<file path="src/rtl/gde_pkg.sv">
// Shared types, codes and helpers for the gamepad direction event generator.
// Used by gde_classify and the top level; depends on nothing.
`timescale 1ns / 1ps

package gde_pkg;

    // Field widths fixed by the sample and event formats.
    localparam int STICK_W    = 16;
    localparam int DZ_W       = 15;
    localparam int DEV_W      = 2;
    localparam int BTN_W      = 4;
    localparam int DPAD_W     = 4;
    localparam int POS_W      = 16;
    localparam int KIND_W     = 2;
    localparam int CFG_IDX_W  = 1;
    localparam int CFG_DATA_W = DZ_W;

    // Configuration register indexes.
    localparam logic [CFG_IDX_W-1:0] CFG_DEADZONE  = 1'd0;
    localparam logic [CFG_IDX_W-1:0] CFG_DEVICE_ID = 1'd1;

    // Reset values of the configuration registers.
    localparam logic [DZ_W-1:0]  DEADZONE_RESET  = 15'd8000;
    localparam logic [DEV_W-1:0] DEVICE_ID_RESET = 2'd0;

    // Event kinds.
    localparam logic [KIND_W-1:0] KIND_MOVE    = 2'd0;
    localparam logic [KIND_W-1:0] KIND_PRESS   = 2'd1;
    localparam logic [KIND_W-1:0] KIND_RELEASE = 2'd2;

    // D-pad bit positions.
    localparam int DPAD_UP    = 0;
    localparam int DPAD_DOWN  = 1;
    localparam int DPAD_LEFT  = 2;
    localparam int DPAD_RIGHT = 3;

    // Direction codes, two's complement: -1, 0 and +1.
    localparam logic [1:0] DIR_NEG  = 2'b11;
    localparam logic [1:0] DIR_ZERO = 2'b00;
    localparam logic [1:0] DIR_POS  = 2'b01;

    // Position step between neighboring directions.
    localparam logic [POS_W-1:0] POS_STEP = 16'd32767;

    typedef struct packed {
        logic [1:0] x;
        logic [1:0] y;
    } t_dir;

    // Maps a direction to its position, (dir + 1) * 32767.
    function automatic logic [POS_W-1:0] dir_to_pos(input logic [1:0] dir);
        logic [POS_W-1:0] pos;
        case (dir)
            DIR_NEG:  pos = '0;
            DIR_POS:  pos = {POS_STEP[POS_W-2:0], 1'b0};
            default:  pos = POS_STEP;
        endcase
        return pos;
    endfunction

endpackage

</file>
<file path="src/rtl/gde_classify.sv">
// Stick and d-pad classification into a per-axis direction.
// Depends on gde_pkg for field widths, direction codes and t_dir.
`timescale 1ns / 1ps

module gde_classify (
    input  logic signed [gde_pkg::STICK_W-1:0] i_stick_x,
    input  logic signed [gde_pkg::STICK_W-1:0] i_stick_y,
    input  logic        [gde_pkg::DPAD_W-1:0]  i_dpad,
    input  logic        [gde_pkg::DZ_W-1:0]    i_deadzone,
    output gde_pkg::t_dir                      o_dir
);

    logic signed [gde_pkg::STICK_W:0] pos_dz;
    logic signed [gde_pkg::STICK_W:0] neg_dz;
    logic signed [gde_pkg::STICK_W:0] sx;
    logic signed [gde_pkg::STICK_W:0] sy;
    logic [1:0] stick_dx;
    logic [1:0] stick_dy;

    // Widen everything to 17 bits so that the negated deadzone fits.
    assign pos_dz = $signed({2'b00, i_deadzone});
    assign neg_dz = -pos_dz;
    assign sx     = {i_stick_x[gde_pkg::STICK_W-1], i_stick_x};
    assign sy     = {i_stick_y[gde_pkg::STICK_W-1], i_stick_y};

    // Stick against the deadzone; Y is inverted so that up is negative.
    always_comb begin
        stick_dx = gde_pkg::DIR_ZERO;
        stick_dy = gde_pkg::DIR_ZERO;
        if (sx < neg_dz) begin
            stick_dx = gde_pkg::DIR_NEG;
        end else if (sx > pos_dz) begin
            stick_dx = gde_pkg::DIR_POS;
        end
        if (sy < neg_dz) begin
            stick_dy = gde_pkg::DIR_POS;
        end else if (sy > pos_dz) begin
            stick_dy = gde_pkg::DIR_NEG;
        end
    end

    // D-pad overrides per axis; right beats left and down beats up.
    always_comb begin
        o_dir.x = stick_dx;
        o_dir.y = stick_dy;
        if (i_dpad[gde_pkg::DPAD_RIGHT]) begin
            o_dir.x = gde_pkg::DIR_POS;
        end else if (i_dpad[gde_pkg::DPAD_LEFT]) begin
            o_dir.x = gde_pkg::DIR_NEG;
        end
        if (i_dpad[gde_pkg::DPAD_DOWN]) begin
            o_dir.y = gde_pkg::DIR_POS;
        end else if (i_dpad[gde_pkg::DPAD_UP]) begin
            o_dir.y = gde_pkg::DIR_NEG;
        end
    end

endmodule

</file>
<file path="src/rtl/gamepad_direction_event_generator.sv">
// Top level of the gamepad direction event generator: sample intake, event
// emitter and output register. Depends on gde_pkg and gde_classify.
`timescale 1ns / 1ps

// Usage:
// The input channel (i_valid / o_ready) takes one poll sample per request.
// A sample with i_read_ok low is taken and dropped without any effect.
// Each good sample is classified on the accepting edge, the stored
// direction and buttons are updated there, and the events it causes are
// parked in a work register. From there one event a cycle moves into the
// output register: a move event first if the direction changed, then one
// press or release event per changed face button, A first. o_last marks
// the final event of a sample.
// The first event of a sample passes through the work register and then
// the output register. Throughput: one event per cycle while the output
// register is free; a sample causes at most five events. Samples that
// cause no event leave the work register empty. A new sample is taken in
// the same cycle as the final event of the last one leaves that register.
// The output register holds its event while i_ready is low, and the work
// register and then the input channel stall behind it.
// Reset (synchronous, active low) centers the stored direction, releases
// all buttons, empties both registers and restores deadzone 8000, device 0.
// Configuration writes (i_cfg_we) take effect on the next edge.
module gamepad_direction_event_generator (
    input  logic                                i_clk,
    input  logic                                i_rst_n,
    // Configuration write port
    input  logic                                i_cfg_we,
    input  logic [gde_pkg::CFG_IDX_W-1:0]       i_cfg_idx,
    input  logic [gde_pkg::CFG_DATA_W-1:0]      i_cfg_data,
    // Sample channel
    input  logic                                i_valid,
    output logic                                o_ready,
    input  logic                                i_read_ok,
    input  logic signed [gde_pkg::STICK_W-1:0]  i_stick_x,
    input  logic signed [gde_pkg::STICK_W-1:0]  i_stick_y,
    input  logic [gde_pkg::BTN_W-1:0]           i_face_buttons,
    input  logic [gde_pkg::DPAD_W-1:0]          i_dpad,
    // Event channel
    output logic                                o_valid,
    input  logic                                i_ready,
    output logic [gde_pkg::KIND_W-1:0]          o_event_kind,
    output logic [gde_pkg::DEV_W-1:0]           o_device,
    output logic [gde_pkg::POS_W-1:0]           o_pos_x,
    output logic [gde_pkg::POS_W-1:0]           o_pos_y,
    output logic [gde_pkg::BTN_W-1:0]           o_buttons_now,
    output logic [gde_pkg::BTN_W-1:0]           o_changed_button,
    output logic                                o_last
);

    // Configuration registers
    logic [gde_pkg::DZ_W-1:0]   r_deadzone;
    logic [gde_pkg::DEV_W-1:0]  r_device_id;

    // Stored controller state
    gde_pkg::t_dir              r_prev_dir;
    logic [gde_pkg::BTN_W-1:0]  r_prev_btn;

    // Work register: events still to be emitted for one sample
    logic                       r_wk_valid;
    logic                       r_wk_move;
    logic [gde_pkg::BTN_W-1:0]  r_wk_mask;
    gde_pkg::t_dir              r_wk_dir;
    logic [gde_pkg::BTN_W-1:0]  r_wk_btn;

    // Output register
    logic                       r_out_valid;
    logic [gde_pkg::KIND_W-1:0] r_out_kind;
    logic [gde_pkg::POS_W-1:0]  r_out_pos_x;
    logic [gde_pkg::POS_W-1:0]  r_out_pos_y;
    logic [gde_pkg::BTN_W-1:0]  r_out_btn;
    logic [gde_pkg::BTN_W-1:0]  r_out_chg;
    logic                       r_out_last;

    gde_pkg::t_dir              cur_dir;
    logic                       in_acc;
    logic                       in_good;
    logic                       new_move;
    logic [gde_pkg::BTN_W-1:0]  new_mask;
    logic                       out_free;
    logic                       emit;
    logic [gde_pkg::BTN_W-1:0]  sel;
    logic [gde_pkg::BTN_W-1:0]  rem_mask;
    logic                       emit_last;
    logic [gde_pkg::KIND_W-1:0] n_kind;
    logic [gde_pkg::BTN_W-1:0]  n_chg;

    // Classification of the sample on the input ports.
    gde_classify u_classify (
        .i_stick_x  (i_stick_x),
        .i_stick_y  (i_stick_y),
        .i_dpad     (i_dpad),
        .i_deadzone (r_deadzone),
        .o_dir      (cur_dir)
    );

    // Handshake and change detection.
    assign out_free  = !r_out_valid || i_ready;
    assign emit      = r_wk_valid && out_free;
    assign o_ready   = !r_wk_valid || (emit && emit_last);
    assign in_acc    = i_valid && o_ready;
    assign in_good   = in_acc && i_read_ok;
    assign new_move  = (cur_dir != r_prev_dir);
    assign new_mask  = i_face_buttons ^ r_prev_btn;

    // Pick the next event: the move first, then the lowest changed button.
    always_comb begin
        sel = r_wk_mask & (~r_wk_mask + {{(gde_pkg::BTN_W-1){1'b0}}, 1'b1});
        if (r_wk_move) begin
            n_kind    = gde_pkg::KIND_MOVE;
            n_chg     = '0;
            rem_mask  = r_wk_mask;
        end else begin
            n_kind    = ((r_wk_btn & sel) != '0) ? gde_pkg::KIND_PRESS
                                                  : gde_pkg::KIND_RELEASE;
            n_chg     = sel;
            rem_mask  = r_wk_mask & ~sel;
        end
        emit_last = (rem_mask == '0);
    end

    // Configuration registers.
    always_ff @(posedge i_clk) begin
        if (!i_rst_n) begin
            r_deadzone  <= gde_pkg::DEADZONE_RESET;
            r_device_id <= gde_pkg::DEVICE_ID_RESET;
        end else if (i_cfg_we) begin
            case (i_cfg_idx)
                gde_pkg::CFG_DEADZONE:  r_deadzone  <= i_cfg_data;
                gde_pkg::CFG_DEVICE_ID: r_device_id <= i_cfg_data[gde_pkg::DEV_W-1:0];
                default: ;
            endcase
        end
    end

    // Stored direction and buttons follow every good sample.
    always_ff @(posedge i_clk) begin
        if (!i_rst_n) begin
            r_prev_dir <= '0;
            r_prev_btn <= '0;
        end else if (in_good) begin
            r_prev_dir <= cur_dir;
            r_prev_btn <= i_face_buttons;
        end
    end

    // Work register: loaded by a sample with events, drained one per emit.
    always_ff @(posedge i_clk) begin
        if (!i_rst_n) begin
            r_wk_valid <= 1'b0;
        end else if (in_acc) begin
            r_wk_valid <= in_good && (new_move || (new_mask != '0));
        end else if (emit && emit_last) begin
            r_wk_valid <= 1'b0;
        end
    end

    always_ff @(posedge i_clk) begin
        if (in_acc) begin
            r_wk_move <= new_move;
            r_wk_mask <= new_mask;
            r_wk_dir  <= cur_dir;
            r_wk_btn  <= i_face_buttons;
        end else if (emit) begin
            r_wk_move <= 1'b0;
            r_wk_mask <= rem_mask;
        end
    end

    // Output register.
    always_ff @(posedge i_clk) begin
        if (!i_rst_n) begin
            r_out_valid <= 1'b0;
        end else if (out_free) begin
            r_out_valid <= r_wk_valid;
        end
    end

    always_ff @(posedge i_clk) begin
        if (emit) begin
            r_out_kind  <= n_kind;
            r_out_pos_x <= gde_pkg::dir_to_pos(r_wk_dir.x);
            r_out_pos_y <= gde_pkg::dir_to_pos(r_wk_dir.y);
            r_out_btn   <= r_wk_btn;
            r_out_chg   <= n_chg;
            r_out_last  <= emit_last;
        end
    end

    assign o_valid          = r_out_valid;
    assign o_event_kind     = r_out_kind;
    assign o_device         = r_device_id;
    assign o_pos_x          = r_out_pos_x;
    assign o_pos_y          = r_out_pos_y;
    assign o_buttons_now    = r_out_btn;
    assign o_changed_button = r_out_chg;
    assign o_last           = r_out_last;

`ifndef NO_ASSERTIONS
    // A loaded work register always has at least one event left.
    a_wk_not_empty: assert property (@(posedge i_clk) disable iff (!i_rst_n)
        r_wk_valid |-> (r_wk_move || (r_wk_mask != '0)))
        else $error("work register holds no event");

    // Button events report exactly one button, move events none.
    a_chg_shape: assert property (@(posedge i_clk) disable iff (!i_rst_n)
        r_out_valid |-> ((r_out_kind == gde_pkg::KIND_MOVE) ? (r_out_chg == '0)
                                                            : $onehot(r_out_chg)))
        else $error("changed-button mask does not match event kind");

    // A failed read leaves the stored buttons and direction alone.
    a_bad_read_keeps_state: assert property (@(posedge i_clk) disable iff (!i_rst_n)
        (in_acc && !i_read_ok) |=> ($stable(r_prev_btn) && $stable(r_prev_dir)))
        else $error("failed read changed the stored state");
`endif

endmodule

</file>
<file path="config.mk">
export PLATFORM = sky130hd
export DESIGN_NAME = gamepad_direction_event_generator
export DESIGN_NICKNAME = d
export VERILOG_FILES = /design/src/rtl/gde_pkg.sv /design/src/rtl/gde_classify.sv /design/src/rtl/gamepad_direction_event_generator.sv
export SDC_FILE = /design/constraint.sdc
export NUM_CORES = 1
export LEC_CHECK = 0
export BUFFER_PORTS_ARGS = -buffer_cell sky130_fd_sc_hd__buf_4
export CAP_MARGIN = 30
export CORE_MARGIN = 1.5
export CORE_UTILIZATION = 44
export DETAILED_ROUTE_END_ITERATION = 8
export GPL_ROUTABILITY_DRIVEN = 0
export HOLD_SLACK_MARGIN = 0.1
export PLACE_DENSITY = 0.66
export SKIP_CTS_REPAIR_TIMING = 1
export SYNTH_ARGS = -nofsm -noshare
export SYNTH_HDL_FRONTEND = slang
export SYNTH_HIERARCHICAL = 1
export SYNTH_SLANG_ARGS = --single-unit
</file>
<file path="constraint.sdc">
create_clock -name i_clk -period 3.9 [get_ports i_clk]
set_input_delay 0 -clock i_clk [delete_from_list [all_inputs] [get_ports i_clk]]
set_output_delay 0 -clock i_clk [all_outputs]
set_load 0.01 [all_outputs]
</file>
Word-level counts from Yosys, hierarchy flattened
Cells that the tools add are included.
Operators by class
  add/subtract/negate cells: 2
  $lt $le $gt $ge: 4
  reduce and logical (&&, ||, !) cells: 17
  bitwise gates (word level): 7
  equal/unequal tests: 5
  multiplexer cells: 18
Operator list (count)
  $pmux 16 s2: 2
  $lt 16x17->1: 2
  $gt 16x16->1: 2
  $neg 15->17: 1
  $mux 2: 8
  $and 4x4->4: 3
  $mux 4: 3
  $not 4->4: 2
  $reduce_bool 4->1: 2
  $logic_and 1x1->1: 5
  $mux 1: 5
  $add 4x1->4 const B: 1
  $eq 2x1->1 const B: 2
  $eq 2x2->1 const B: 2
  $logic_not 4->1: 1
  $ne 4x4->1: 1
  $reduce_and 2->1: 2
  $reduce_bool 2->1: 2
  $xor 4x4->4: 1
  $logic_or 1x1->1: 3
  $logic_not 1->1: 2
  $not 1->1: 1
Word-level totals
  output and inout port bits: 47
  input bits: 62
  flip-flop bits (word level): 83
  logic and storage cells: 71

Depth between registers and ports, before layout
Gate-level depths: netlist (run 1).
  word-level depth: 13
  gate-level depth with buffers: 19
  mapped depth without buffers: 19

Cells and area by module
The synthesis (run 1) kept the hierarchy.
By module, submodules not included
  gamepad_direction_event_generator: instances 1, area an instance 2497.4 sq um, cells each 228, sequential area each 1441.4 sq um
  gde_classify: instances 1, area an instance 1818.0 sq um, cells each 226, sequential area each 0.0 sq um

Least setup slack after synthesis (run 1)
Ideal clock, no wire load.
  kind: register -> register
  from: register r_deadzone[1] (netlist name)
  to: register r_wk_move, data pin
  stages on the path, launching flop included: 18
  library setup time: 0.255 ns
  data required time: 3.645 ns
  path slack: 0.268 ns
  clock period less this slack: 3.632 ns
  path buffers: 0
  arrival: 3.377 ns
  cell sequence: dfxtp_1 -> inv_1 -> ha_1 -> nand3_1 -> nor3_1 -> nand3_1 -> nor4_1 -> xnor2_1 -> ha_1 -> a21o_1 -> a21o_1 -> a21oi_1 -> o31a_1 -> a21boi_1 -> mux2i_1 -> xnor2_1 -> nand4_1 -> and2_1
RTL lines
  from (decl): RTL line gamepad_direction_event_generator.sv:52  | logic [gde_pkg::DZ_W-1:0] r_deadzone;
  from (signal assigned): RTL line gamepad_direction_event_generator.sv:125  | r_deadzone <= gde_pkg::DEADZONE_RESET;
  from (signal assigned): RTL line gamepad_direction_event_generator.sv:129  | gde_pkg::CFG_DEADZONE: r_deadzone <= i_cfg_data;
  to (signal assigned): RTL line gamepad_direction_event_generator.sv:160  | r_wk_move <= new_move;
  to (decl): RTL line gamepad_direction_event_generator.sv:61  | logic r_wk_move;

==> results.md, run 1 <==
* Starting Density at 46.0%
* Max_cap viols at 0
* Fin crit share at 93.3%
* Clk pwr share at 33.6%
* Startpoint Class: flop
* Slew Limit Headroom at 38.4%
* Num CTS Buffers at 9
* Synth cell count leaders: nand2_1, ha_1, edfxtp_1, dfxtp_1
* CP most frequent cell: a21o_1
* Final setup viols at 0
* Clk sinks at 57
* H-tree depth at 3
* DRT iter0 DRCs at 127
* Sw Ratio at 29.3%
* Static Leak at 2.48 nW
* Seq pwr share at 39.8%
* Clock latency on the worst-skew pair at 330 ps
* Vias/cell at 5.23
* Power density cells at 319 nW/um^2
* Post-DP HPWL at 8.14 mm
* Share of cells above drive strength 1 at 26.4%
* Die width at 102 um
* Core Box Area at 9370 um^2
* Asr flop ratio synth at 0%
* Crit end category: flop
* Die H at 102 um
* Detailed Routing Iterations Pass 1 at 4
* Count leader, synth: nand2_1
* DIE AREA at 10,400 um^2
* Setup CP Type: reg -> reg
* FF+latch count, synth at 57
* Worst Reg-to-Reg Cells at 17
* Internal power at 1.29 mW
* Fin. max-slew vios at 0
* Sequential fraction of the synthesis area at 33.4%
* Ys flop type: edfxtp_1
* Ports at 109
* DRT antenna net count at 0
* Post-synth top area share at 20.9%
* Worst vdd ir at 0.193 mV
* Slowest stage delay, CP at 320 ps
* CTS tree: built
* Net Switching at 0.537 mW
* Post-Layout Cell Count at 713
* First-pass GRT wire length at 15.6 mm
* Synth Instances at 454
* CP max FO at 3
* Overflow after GRT at 0
* Min Clock Period, post-route at 3640 ps
* Post-route DRC at 0
* Final core occ at 61.2%
* Hold Path Class: in -> reg
* Distinct cell type count after synthesis at 57
* Crit path max-delay cell type: dfxtp_1
* Routed len/inst at 14.5 um
* Mapped Nets at 575
* Worst Max-Slew Pin Slew at 922 ps
* Pin count of the biggest net entering global routing at 36
* Worst Path Arrival at 3730 ps
* Cells along the critical path: inv_2 > ha_4 > nand3_1 > nor3_2 > nand3_2 > nor4_4 > xnor2_2 > ha_1 > a21o_1 > a21o_1 > a21oi_1 > o31a_1 > a21boi_4 > mux2i_2 > xnor2_1 > nand4_1 > and2_1
* DP Cell Count at 660
* Comb power frac at 26.5%
* Outcome: finished, final reports clean
* Peak Freq at 275 MHz
* Cell taking the most area after synthesis: edfxtp_1
* PortBufs at 108
* Antenna Cells at 0
* Final WL at 10.4 mm
* Global router's overall resource usage at 19.2%
* Vias at 3,726
* Post-Syn Area at 4320 um^2
* Clk_skew at 6.07 ps
* Clock transition at path regs at 70 ps
* Mean area per synthesized cell at 9.51 um^2
* P&R area growth vs syn at 32.9%
* Synth top area cells: edfxtp_1, ha_1, dfxtp_1, nand2_1, buf_4
* Final Hold Vio Count at 0
* Worst Path Required at 3990 ps
* Clk buf depth at 2
* CTS root buffer: clkbuf_8
* Warnings, synthesis at 6
* Number of cell rows at 35
* EDFF count, synth at 30
* Hold depth at 4
* Vias in the first global route at 3,311
* Initial antenna violation count at 0
* Nets at 700
[routing by layer]
layer | vias up | part of all wire [%] | track usage (%)
li1 | 1873 | - | -
met1 | 1710 | 43 | 24.3
met2 | 129 | 50 | 33.6
met3 | 14 | 5.4 | 3.35
met4 | 0 | 1.4 | 5.69
met5 | - | 0 | 0
[critical path: cells and delay by family, from the launching register on]
kind	cells	cell delay [ps]
AO/OA/AOI/OAI	5	900
XOR/XNOR	2	300
adder cells (fa/ha/maj)	2	420
buffers and inverters	1	80
flip-flops	1	320
multiplexers	1	260
AND/OR/NAND/NOR	6	1130
[worst paths after layout]
check	slack, ps	start	to
setup reg to reg	260	r_deadzone[0]$_SDFFE_PN0P_	r_wk_move$_SDFFCE_PP0P_
hold reg to reg	450	r_wk_btn[0]$_DFFE_PN_	o_buttons_now[0]$_DFFE_PP_
setup / recovery	260	r_deadzone[0]$_SDFFE_PN0P_	r_wk_move$_SDFFCE_PP0P_
hold / removal	150	i_valid	r_wk_valid$_SDFFE_PN0P_
[placed cells by master, fill, tap and decap left out, drive strengths merged, types with 5 or more instances in the layout]
| master | synthesis | final |
|---|---|---|
| ha | 59 | 59 |
| nand2 | 63 | 63 |
| nand3 | 15 | 15 |
| nand4 | 9 | 9 |
| clkbuf | 7 | 9 |
| mux2i | 13 | 13 |
| edfxtp | 30 | 30 |
| a211o | 5 | 5 |
| nor4 | 8 | 8 |
| inv | 26 | 27 |
| xnor2 | 19 | 19 |
| o211ai | 7 | 7 |
| o21ai | 11 | 11 |
| nand2b | 7 | 7 |
| nor2b | 11 | 11 |
| a21boi | 14 | 14 |
| dlygate4sd3 | 0 | 34 |
| buf | 29 | 116 |
| nor2 | 17 | 17 |
| dfxtp | 27 | 27 |
| a21oi | 20 | 20 |
| o21a | 6 | 6 |
| nor3 | 9 | 9 |
[state kept, by name, summed over array words and instances, names as in the netlist, 2 cells and up]
signal and count:
o_pos_y 3, r_wk_mask 4, o_event_kind 2, r_wk_dir 4, r_deadzone 15, o_buttons_now 4, o_changed_button 4, r_wk_btn 4
r_prev_btn 4, r_prev_dir 4, o_pos_x 3, o_device 2
[through the flow]
stage / area [um^2] / total power [mW] / hold slack (ps) / setup slack (ps) / TNS, ps
after floorplan: 4320 / 1.03 / 98.9 / 268 / 0
after detailed placement: 5070 / 1.19 / 212 / 46.8 / 0
final: 5740 / 1.83 / 148 / 260 / 0
after global routing: 5740 / 1.94 / 141 / -47.6 / -47.6
after global placement: 5070 / 1.18 / 207 / 208 / 0
after CTS: 5300 / 1.80 / -146 / 33.5 / 0
[power by group through the flow]
stage	clock network, mW	logic, mW	registers [mW]
2_1_floorplan	0	0.305	0.729
5_1_grt	0.657	0.544	0.735
6_report	0.616	0.486	0.730
3_3_place_gp	0	0.437	0.740
4_1_cts	0.626	0.448	0.728
3_5_place_dp	0	0.444	0.742
[cell families (layout without fill, tap and decap cells)]
| logic type | Yosys count | count (layout) | share of synthesized area [%] |
|---|---|---|---|
| adders and majority gates | 59 | 59 | 17.1 |
| xor gates and xnor gates | 23 | 23 | 5.16 |
| buffers and inverters | 62 | 192 | 8.18 |
| and+or+nand+nor | 153 | 153 | 18.6 |
| DFF | 57 | 57 | 33.4 |
| AOI/OAI and AO/OA | 87 | 87 | 14.5 |
| muxes | 13 | 13 | 3.02 |
[layout make-up]
type | count | area (um^2)
Inverter | 26 | 97.6
Timing Repair Buffer | 150 | 1210
Clock inverter | 7 | 103
Multi-Input combinational cell | 335 | 2600
Sequential cell | 57 | 1440
Fill cell | 839 | 3640
Clock buffer | 9 | 124
Tap cell | 129 | 161
Power figures use the tool's default switching activity.
==> inputs of run 2 (changes only) <==
- CORE_UTILIZATION: 44 -> 54
- CTS_CLUSTER_DIAMETER: unset -> 150
- PLACE_DENSITY: 0.66 -> 0.79
==> run 2 against run 1 <==
Against the previous run:
- critical path depth rose by 2
- sequential power barely moved
- clock skew rose by 6.3 ps
- sequential share of layout area rose by 0.083 points
- largest cell class unchanged
- largest power group unchanged
==> results.md, run 2 (synthesis results as in run 1) <==
* Slowest stage delay, CP at 320 ps (about the same)
* Hold slack at 142 ps (was 148 ps)
* Share of cells above drive strength 1 at 25.7% (was 26.4%)
* Fin crit share at 97.5% (was 93.3%)
* CTS root buffer: clkbuf_8 (unchanged)
* Final WS setup at 98.5 ps (was 260 ps)
* Outcome: finished, final reports clean (unchanged)
* Detailed Routing Iterations Pass 1 at 5 (was 4)
* Most frequent cells in the layout: buf_4, nand2_1, ha_1 (unchanged)
* Crit path max-delay cell type: dfxtp_1 (unchanged)
* Met2 wire length at 5.75 mm (was 5.20 mm)
* Initial antenna violation count at 0 (unchanged)
* Num CTS Buffers at 9 (unchanged)
* Fin area at 5720 um^2 (was 5740 um^2)
* Die H at 92.4 um (was 102 um)
* Hold depth at 4 (unchanged)
* Vias/cell at 5.67 (was 5.23)
* DRT iter0 DRCs at 199 (was 127)
* Slew Limit Headroom at 30.1% (was 38.4%)
* Die width at 92.4 um (was 102 um)
* Post-Layout Cell Count at 689 (was 713)
* Reg with most FFs: r_deadzone (unchanged)
* Worst Path Arrival at 3910 ps (was 3730 ps)
* Commonest non-fill, non-tap cell in the layout: buf_4 (unchanged)
* Vias at 3,906 (was 3,726)
* Vias in the first global route at 3,534 (was 3,311)
* Max_cap viols at 0 (unchanged)
* Core Box Area at 7730 um^2 (was 9370 um^2)
* Reg-to-reg slack, setup at 100 ps (was 260 ps)
* Pre-CTS worst setup slack at 56.0 ps (was 46.8 ps)
* Clock transition at path regs at 70 ps (about the same)
* Post-Route M1 WL at 4.50 mm (was 4.46 mm)
* CTS tree: built (unchanged)
* Hold Path Class: in -> reg (unchanged)
* H-tree depth at 3 (unchanged)
* CP max FO at 4 (was 3)
* Global router's overall resource usage at 24.1% (was 19.2%)
* Nets at 703 (was 700)
* Final Hold Vio Count at 0 (unchanged)
* Post-route DRC at 0 (unchanged)
* Static Leak at 2.49 nW (was 2.48 nW)
* Number of cell rows at 32 (was 35)
* Pin count of the biggest net entering global routing at 36 (unchanged)
* Cells along the critical path: inv_1 > ha_4 > nand3_1 > nor3_2 > buf_4 > nand3_2 > nor4_4 > xnor2_1 > ha_1 > a21oi_1 > nor2b_1 > o21ai_0 > nand2b_1 > a41o_1 > o2111ai_2 > o221ai_2 > xnor2_1 > nand4_1 > and2_1 (was inv_2 > ha_4 > nand3_1 > nor3_2 > nand3_2 > nor4_4 > xnor2_2 > ha_1 > a21o_1 > a21o_1 > a21oi_1 > o31a_1 > a21boi_4 > mux2i_2 > xnor2_1 > nand4_1 > and2_1)
* Crit end category: flop (unchanged)
* First-pass GRT wire length at 16.2 mm (was 15.6 mm)
* DIE AREA at 8540 um^2 (was 10,400 um^2)
* Overflow after GRT at 0 (unchanged)
* Final setup viols at 0 (unchanged)
* Startpoint Class: flop (unchanged)
* DP Cell Count at 634 (was 660)
* P&R area growth vs syn at 32.5% (was 32.9%)
* Top layer reached by signal wires: met4 (unchanged)
* WHS Endpoint: r_wk_dir[3]$_DFFE_PN_ (was r_wk_valid$_SDFFE_PN0P_)
* Clk sinks at 57 (unchanged)
* CP most frequent cell: xnor2_1 (was a21o_1)
* Fin. max-slew vios at 0 (unchanged)
* Worst Path Required at 4000 ps (was 3990 ps)
* Final core occ at 74.0% (was 61.2%)
* Clock latency on the worst-skew pair at 340 ps (was 330 ps)
* Power density cells at 322 nW/um^2 (was 319 nW/um^2)
* WP buf/inv at 2 (was 1)
* Min Clock Period, post-route at 3800 ps (was 3640 ps)
* Post-DP Area at 5040 um^2 (was 5070 um^2)
* Worst Reg-to-Reg Cells at 19 (was 17)
* Peak Freq at 263 MHz (was 275 MHz)
* Total power at 1.84 mW (was 1.83 mW)
* Worst vdd ir at 0.284 mV (was 0.193 mV)
* Top cell family by delay on the critical path: simple AND/OR/NAND/NOR gates (unchanged)
* Met3 routed wirelength at 679 um (was 565 um)
* Routed len/inst at 16.2 um (was 14.5 um)
* Hold Startpoint: i_dpad[2] (was i_valid)
* Post-DP HPWL at 8.19 mm (was 8.14 mm)
* Final WL at 11.1 mm (was 10.4 mm)
* Worst Max-Slew Pin Slew at 1050 ps (was 922 ps)
* Clk buf depth at 2 (unchanged)
* End of the worst register-to-register path: r_wk_move$_SDFFCE_PP0P_ (unchanged)
* Ports at 109 (unchanged)
* Clk_skew at 12.4 ps (was 6.07 ps)
* Largest register FFs at 15 (unchanged)
* Crit Reg-Reg Startpoint: r_deadzone[0]$_SDFFE_PN0P_ (unchanged)
* Antenna Cells at 0 (unchanged)
* DRT antenna net count at 0 (unchanged)
* Setup CP Type: reg -> reg (unchanged)
* Setup TNS at 0 ps (unchanged)
* Starting Density at 55.8% (was 46.0%)
* PortBufs at 108 (unchanged)
-- run 2: cell count changes in the layout (fill, tap and decap cells not counted) --
cell | before | now
inv_6 | 1 | 0
inv_1 | 24 | 26
inv_2 | 2 | 0
clkinv_2 | 0 | 2
xnor2_1 | 17 | 18
xnor2_2 | 2 | 1
clkinv_4 | 3 | 2
dlygate4sd3_1 | 34 | 37
-- run 2: worst max-delay path by stage --
stage / cells after the start / startpoint / to / slack, ps
2_1_floorplan: 17 / r_deadzone[1]$_SDFFE_PN0P_ / r_wk_move$_SDFFCE_PP0P_ / 270
3_3_place_gp: 18 / r_deadzone[0]$_SDFFE_PN0P_ / r_wk_move$_SDFFCE_PP0P_ / 260
3_5_place_dp: 18 / r_deadzone[1]$_SDFFE_PN0P_ / r_wk_move$_SDFFCE_PP0P_ / 60
4_1_cts: 18 / r_deadzone[0]$_SDFFE_PN0P_ / r_wk_move$_SDFFCE_PP0P_ / 30
5_1_grt: 19 / r_deadzone[0]$_SDFFE_PN0P_ / r_wk_move$_SDFFCE_PP0P_ / -110
6_report: 19 / r_deadzone[0]$_SDFFE_PN0P_ / r_wk_move$_SDFFCE_PP0P_ / 100
-- run 2: layer usage --
metal	vias to the layer above	GRT usage, %
li1	1882	-
met5	-	0
met2	167	42.3
met1	1832	28.2
met4	0	6.92
met3	25	7.47
-- run 2: where the power goes --
part	internal (mW)	switching [mW]
Clock	0.359	0.247
Sequential	0.683	0.0476
Combinational	0.251	0.253
-- run 2: layout make-up --
class | count | area, um^2
Clock buffer | 9 | 124
Clock inverter | 7 | 95.1
Fill cell | 562 | 2010
Inverter | 26 | 97.6
Multi-Input combinational cell | 335 | 2590
Sequential cell | 57 | 1440
Tap cell | 102 | 128
Timing Repair Buffer | 153 | 1240
-- run 2: tightest hold or removal path: stages --
cell	delay, ps
buf_4	100
nand2_1	50
o31ai_1	60
a31o_1	150
